**src/rtl/assert_macros.svh**
```systemverilog
`ifndef ASSERT_MACROS_SVH
`define ASSERT_MACROS_SVH

// Clocked check on clk, held off while arst_n is low.
`define BVEE_ASSERT(label, prop) \
	label: assert property (@(posedge clk) disable iff (!arst_n) prop) \
		else $error("bvee check failed");

// Condition that must never be seen at a clock edge.
`define BVEE_NEVER(label, expr) \
	`BVEE_ASSERT(label, !(expr))

`endif

```
**src/rtl/bvee_pkg.sv**
```systemverilog
package bvee_pkg;

	localparam int CHAR_W = 7;
	localparam int MAX_RUN = 5;
	localparam int RUN_LEN_W = 3;

	localparam logic [CHAR_W-1:0] CH_BSLASH = 7'd92;
	localparam logic [CHAR_W-1:0] CH_CARET = 7'd94;
	localparam logic [CHAR_W-1:0] CH_QMARK = 7'd63;
	localparam logic [CHAR_W-1:0] CH_ZERO = 7'd48;
	localparam logic [CHAR_W-1:0] CH_M = 7'd77;
	localparam logic [CHAR_W-1:0] CH_DASH = 7'd45;
	localparam logic [CHAR_W-1:0] CH_S = 7'd115;
	localparam logic [CHAR_W-1:0] CH_SPACE = 7'd32;
	localparam logic [CHAR_W-1:0] CH_DEL = 7'd127;
	localparam logic [CHAR_W-1:0] CH_FIRST_PRINT = 7'd33;
	localparam logic [CHAR_W-1:0] CH_LAST_PRINT = 7'd126;

	// Characters go out from index 0 upward.
	typedef struct packed {
		logic [MAX_RUN-1:0][CHAR_W-1:0] chars;
		logic [RUN_LEN_W-1:0] len;
	} run_t;

	// Letter for the C-style escapes of bytes 7..13.
	function automatic logic [CHAR_W-1:0] ctl_letter(input logic [3:0] c);
		logic [CHAR_W-1:0] l;
		case (c)
			4'd7: l = 7'd97;   // a
			4'd8: l = 7'd98;   // b
			4'd9: l = 7'd116;  // t
			4'd10: l = 7'd110; // n
			4'd11: l = 7'd118; // v
			4'd12: l = 7'd102; // f
			4'd13: l = 7'd114; // r
			default: l = 7'd97;
		endcase
		return l;
	endfunction

endpackage

```
**src/rtl/bvee_decode.sv**
```systemverilog
module bvee_decode
	import bvee_pkg::*;
(
	input  logic [7:0] in_byte,
	output run_t       run
);

	logic [CHAR_W-1:0] c;
	logic              high;
	logic [CHAR_W-1:0] t0;
	logic [CHAR_W-1:0] t1;
	logic              tail_two;

	assign c = in_byte[6:0];
	assign high = in_byte[7];

	// Tail: the whole form of a low byte, or what follows \M- for a high one.
	always_comb begin
		t0 = c;
		t1 = '0;
		tail_two = 1'b0;
		if (c >= CH_FIRST_PRINT && c <= CH_LAST_PRINT) begin
			if (!high && (c == CH_BSLASH || c == CH_CARET)) begin
				t0 = CH_BSLASH;
				t1 = c;
				tail_two = 1'b1;
			end
		end else if (c == CH_DEL) begin
			t0 = CH_CARET;
			t1 = CH_QMARK;
			tail_two = 1'b1;
		end else if (c == CH_SPACE) begin
			t0 = CH_BSLASH;
			t1 = CH_S;
			tail_two = 1'b1;
		end else if (!high && c == '0) begin
			t0 = CH_BSLASH;
			t1 = CH_ZERO;
			tail_two = 1'b1;
		end else if (!high && c >= 7'd7 && c <= 7'd13) begin
			t0 = CH_BSLASH;
			t1 = ctl_letter(c[3:0]);
			tail_two = 1'b1;
		end else begin
			// remaining control codes: caret form
			t0 = CH_CARET;
			t1 = c + 7'd64;
			tail_two = 1'b1;
		end
	end

	always_comb begin
		run.chars = '0;
		if (high) begin
			run.chars[0] = CH_BSLASH;
			run.chars[1] = CH_M;
			run.chars[2] = CH_DASH;
			run.chars[3] = t0;
			run.chars[4] = t1;
			run.len = tail_two ? RUN_LEN_W'(5) : RUN_LEN_W'(4);
		end else begin
			run.chars[0] = t0;
			run.chars[1] = t1;
			run.len = tail_two ? RUN_LEN_W'(2) : RUN_LEN_W'(1);
		end
	end

endmodule

```
**src/rtl/bvee_serializer.sv**
```systemverilog
module bvee_serializer
	import bvee_pkg::*;
(
	input  logic              clk,
	input  logic              arst_n,
	input  logic              run_valid,
	input  run_t              run,
	output logic              load,
	output logic              char_valid,
	input  logic              char_ready,
	output logic [CHAR_W-1:0] char_out,
	output logic              char_last
);

	logic [MAX_RUN-1:0][CHAR_W-1:0] chars_q;
	logic [RUN_LEN_W-1:0]           cnt_q;

	assign char_valid = cnt_q != '0;
	assign char_last = cnt_q == RUN_LEN_W'(1);
	assign char_out = chars_q[0];
	// take a new run when empty or when the last character leaves now
	assign load = run_valid && (!char_valid || (char_ready && char_last));

	always_ff @(posedge clk or negedge arst_n) begin
		if (!arst_n) begin
			cnt_q <= '0;
		end else if (load) begin
			cnt_q <= run.len;
		end else if (char_valid && char_ready) begin
			cnt_q <= cnt_q - RUN_LEN_W'(1);
		end
	end

	always_ff @(posedge clk) begin
		if (load) begin
			chars_q <= run.chars;
		end else if (char_valid && char_ready) begin
			chars_q <= {CHAR_W'(0), chars_q[MAX_RUN-1:1]};
		end
	end

endmodule

```
**src/rtl/byte_visible_escape_encoder.sv**
```systemverilog
// Visible escape encoder: each byte accepted on s_axis comes out on m_axis
// as one to five printable characters (one per request, tlast on the final
// one). Output runs at one character per cycle while m_axis_tready is high;
// a byte takes one character (plain printable), two (short escape), or four
// or five (\M- forms), so the character serializer sets the throughput.
// A byte passes the input register, then the serializer's character register.
// The input register takes the next byte while the current run is still draining.
`include "assert_macros.svh"

module byte_visible_escape_encoder
	import bvee_pkg::*;
(
	input  logic       clk,
	input  logic       arst_n,
	input  logic       s_axis_tvalid,
	output logic       s_axis_tready,
	input  logic [7:0] s_axis_tdata,  // [7:0] in_byte
	output logic       m_axis_tvalid,
	input  logic       m_axis_tready,
	output logic [7:0] m_axis_tdata,  // [6:0] out_char, [7] zero
	output logic       m_axis_tlast   // last_char
);

	logic [7:0]        byte_s1;
	logic              valid_s1;
	run_t              run;
	logic              load;
	logic [CHAR_W-1:0] char_out;

	assign s_axis_tready = !valid_s1 || load;

	always_ff @(posedge clk or negedge arst_n) begin
		if (!arst_n) begin
			valid_s1 <= 1'b0;
		end else if (s_axis_tvalid && s_axis_tready) begin
			valid_s1 <= 1'b1;
		end else if (load) begin
			valid_s1 <= 1'b0;
		end
	end

	always_ff @(posedge clk) begin
		if (s_axis_tvalid && s_axis_tready) begin
			byte_s1 <= s_axis_tdata;
		end
	end

	bvee_decode u_decode (
		.in_byte (byte_s1),
		.run     (run)
	);

	bvee_serializer u_ser (
		.clk        (clk),
		.arst_n     (arst_n),
		.run_valid  (valid_s1),
		.run        (run),
		.load       (load),
		.char_valid (m_axis_tvalid),
		.char_ready (m_axis_tready),
		.char_out   (char_out),
		.char_last  (m_axis_tlast)
	);

	assign m_axis_tdata = {1'b0, char_out};

	`BVEE_ASSERT(a_load_when_free, load |-> (!m_axis_tvalid || (m_axis_tready && m_axis_tlast)))
	`BVEE_ASSERT(a_char_printable, m_axis_tvalid |-> (char_out >= CH_FIRST_PRINT && char_out <= CH_LAST_PRINT))
	`BVEE_ASSERT(a_s1_holds, (valid_s1 && !load) |=> (valid_s1 && $stable(byte_s1)))
	`BVEE_NEVER(a_run_len_range, valid_s1 && (run.len == '0 || run.len > RUN_LEN_W'(MAX_RUN)))

endmodule
```
**config.mk**
```make
export PLATFORM = sky130hd
export DESIGN_NAME = byte_visible_escape_encoder
export DESIGN_NICKNAME = d
export VERILOG_FILES = /design/src/rtl/bvee_pkg.sv /design/src/rtl/bvee_decode.sv /design/src/rtl/bvee_serializer.sv /design/src/rtl/byte_visible_escape_encoder.sv
export VERILOG_INCLUDE_DIRS = /design/src /design/src/rtl
export SDC_FILE = /design/constraint.sdc
export NUM_CORES = 1
export LEC_CHECK = 0
export BUFFER_PORTS_ARGS = -buffer_cell sky130_fd_sc_hd__buf_2
export CAP_MARGIN = 15
export CORE_MARGIN = 8
export CORE_UTILIZATION = 50
export CTS_BUF_LIST = sky130_fd_sc_hd__clkbuf_8 sky130_fd_sc_hd__clkbuf_16
export CTS_CLUSTER_DIAMETER = 40
export DETAILED_ROUTE_END_ITERATION = 8
export PLACE_DENSITY = 0.69
export REMOVE_ABC_BUFFERS = 1
export SYNTH_ARGS = -nofsm -noshare
export SYNTH_HDL_FRONTEND = slang
export SYNTH_SLANG_ARGS = --single-unit
```
**constraint.sdc**
```tcl
create_clock -name clk -period 3.5 [get_ports clk]
set_clock_uncertainty 0.05 [all_clocks]
set_input_delay 0 -clock clk [delete_from_list [all_inputs] [get_ports clk]]
set_output_delay 0 -clock clk [all_outputs]
set_load 0.02 [all_outputs]
```
==> metrics <==
Setup crit start kind=flop; clock slew at reported path FFs=0.08 ns; Finished Layout Cells=just under 300; synthesized cell area=between 2000 and 2500 um^2; pwr dens=825 nW/um^2; worst stage delay on the critical path=approximately 0.45 ns; WP data arrival=approximately 2.4 ns; worst slew pin tran=0.905 ns; Tmin final=about 2.3 ns; largest net degree at the start of global routing=42; post-synthesis cell type count=48; First-pass DRT Iterations=4; crit path max-delay cell type=and3_1; final design utilization=57.9%; RSZ-0062 raised after global routing=no; FMAX=439 MHz; CTS tree=built; run status=complete, no violations; width of the die=around 85 um; clk_lat worst skew=just under 0.3 ns; Final Slew Violations=0; top cell type's share of synthesized area=53.5%; WL per Instance=about 16 um; htree depth=2; final hold vios=0; Post-Synthesis Mean Instance Area=10.8 um^2; endpoint class of the critical path=flop; final global-route overflow total=0; P&R area growth vs syn=12.6%; number of synthesized register bits=47; Async S/R FF share, synth=8.51%; Vias/cell=between 5 and 6; placed insts=279; Remaining DRCs=0; antenna violations before repair=0; register area share after synthesis=between 50% and 60%; setup TNS=0 ns; Worst VDD drop=641 uV; height of the die=roughly 85 um; ys flop type=edfxtp_1; commonest cells in the netlist=edfxtp_1, nand2_1, nor2_1; global-route usage over all layers=14.3%; Synth area leaders=edfxtp_1, nand2_1, dfrtp_1, o21ai_0, nor2_1; Leakage=roughly 1.1 nW; DP HPWL=~3300 um; number of buffers created by CTS=5; clock tree root driver cell=clkbuf_8; Worst Path Max Fanout=14; Die Area=between 7000 and 8000 um^2; Sequential Area=roughly 1400 um^2; Starting DRT DRC Count=~190; Post-Syn Instances=224; DR vias=1,719; WP buf/inv=1; Worst EP required=approximately 3.6 ns; Ports=23; pre-CTS WS=roughly 1.3 ns; EDFF count, synth=43; final non-filler cell area=approximately 2700 um^2; filler cell count=between 300 and 400; number of global-route vias before repair=1,673; WS Path Type=reg2reg; CTS sink count=47; clk buf depth=2; share of cells above drive strength 1=around 16%; IO buf count=21; Cell Area, Placed=between 2000 and 2500 um^2; nets@finish=roughly 260; max cap viols=0; Ys Warns=0; fin crit share=about two thirds; Post-CTS Setup Repair Bufs=0; antenna viol nets, final=0; slew margin rel.=roughly two fifths; top-count cell post-synth=edfxtp_1; setup ws final=1.22 ns; leading area contributor after synthesis=edfxtp_1; Inserted Diodes=0; initial core utilization=roughly 51%; Total Wirelength=slightly below 5000 um; Placeable Area=4690 um^2; row count=25; gp weighted congestion=0.881; delay-heaviest family, CP=simple AND/OR/NAND/NOR gates; CP cell instances=inv_1 -> ha_1 -> a21o_1 -> and3_1 -> nand2_1 -> or2_4 -> o21ba_4; Final setup viols=0; multi-input logic area=just under 900 um^2; worst min-delay path category=in2reg; first-pass GRT wire length=8270 um
-- placed cells by master, fill, tap and decap left out, drive strengths merged, types with 2 or more instances in the layout --
cell | Yosys | final
nand4 | 2 | 2
and3 | 2 | 2
nor2 | 21 | 21
nor3 | 6 | 6
nor4 | 2 | 2
ha | 4 | 4
edfxtp | 43 | 43
nand3 | 5 | 5
a21oi | 9 | 9
dfrtp | 4 | 4
clkbuf | 7 | 5
a21o | 2 | 2
a21boi | 2 | 2
o211ai | 2 | 2
o21ai | 23 | 23
bufinv | 0 | 2
and2 | 6 | 6
dlygate4sd3 | 0 | 11
nor2b | 3 | 3
nand2 | 33 | 33
a22o | 2 | 2
a31oi | 3 | 3
nand2b | 3 | 3
inv | 5 | 6
o31ai | 3 | 3
buf | 14 | 22
o21a | 2 | 2
-- per-layer routing --
| layer | GRT usage, % | vias up | wire length, um |
|---|---|---|---|
| met5 | 0 | - | 0 |
| met4 | 4.62 | 0 | 88 |
| met3 | 4.01 | 11 | 238 |
| met2 | 22.3 | 52 | 2310 |
| met1 | 18.7 | 817 | 2280 |
| li1 | - | 839 | - |
-- area by class of cell --
type / instances / area share [%]
Clock buffer: 5 / 2.53
Clock inverter: 3 / 2.35
Timing Repair Buffer: 33 / 8.19
Inverter: 5 / 0.690
Sequential cell: 47 / 51.2
Tap cell: 54 / 2.49
Multi-Input combinational cell: 151 / 32.6
-- path summary, 6_finish.rpt --
kind	slack, ns	end	start	depth (start not counted)
setup / recovery	1.22	u_ser.chars_q[31]$_SDFFCE_PN0P_	u_ser.cnt_q[0]$_DFFE_PN0P_	7
hold / removal	0.12	valid_s1$_DFFE_PN0P_	m_axis_tready	4
setup reg to reg	1.22	u_ser.chars_q[31]$_SDFFCE_PN0P_	u_ser.cnt_q[0]$_DFFE_PN0P_	7
hold reg to reg	0.47	u_ser.chars_q[15]$_SDFFCE_PP0P_	u_ser.chars_q[22]$_DFFE_PP_	1
max in group asynchronous	2.68	u_ser.cnt_q[2]$_DFFE_PN0P_	arst_n	3
min in group asynchronous	0.55	valid_s1$_DFFE_PN0P_	arst_n	3
-- stage by stage --
stage	hold slack, ns	total power [W]
global placement	-0.236	0.00177
CTS	0.125	0.00225
finish	0.116	0.00224
floorplan	-0.346	0.00154
detailed placement	-0.239	0.00178
global route	0.198	0.00239
-- kinds of logic after synthesis --
logic type | share of synthesized area [%]
and+or+nand+nor | 18.3
AOI/OAI and AO/OA | 15.7
DFF | 57.6
buffers and inverters | 5.70
adders and majority gates | 2.07
muxes | 0.466
other | 0.155
-- report_power, final --
part	internal (W)	total [W]	switching, W
Sequential	0.000918	0.00104	0.000125
Clock	0.000282	0.000459	0.000176
Combinational	0.000260	0.000741	0.000480
Total	0.00146	0.00224	0.000781
-- worst min-delay path, cell delays in order --
cell and delay [ns]:
buf_2 0.11, a21oi_1 0.10, o21ai_0 0.11, nand2b_1 0.09
-- sequential cells by signal, summed over array words and instances (netlist names) --
signal / count
byte_s1: 8
u_ser.char_out: 7
u_ser.chars_q: 28
u_ser.cnt_q: 3
valid_s1: 1
-- repair_timing --
item	4_1_cts	5_1_grt
gates resized for setup	0	0
hold endpoints to repair	13	0
hold buffers	11	0
endpoints found under the setup margin	0	0
Power figures use the tool's default switching activity.
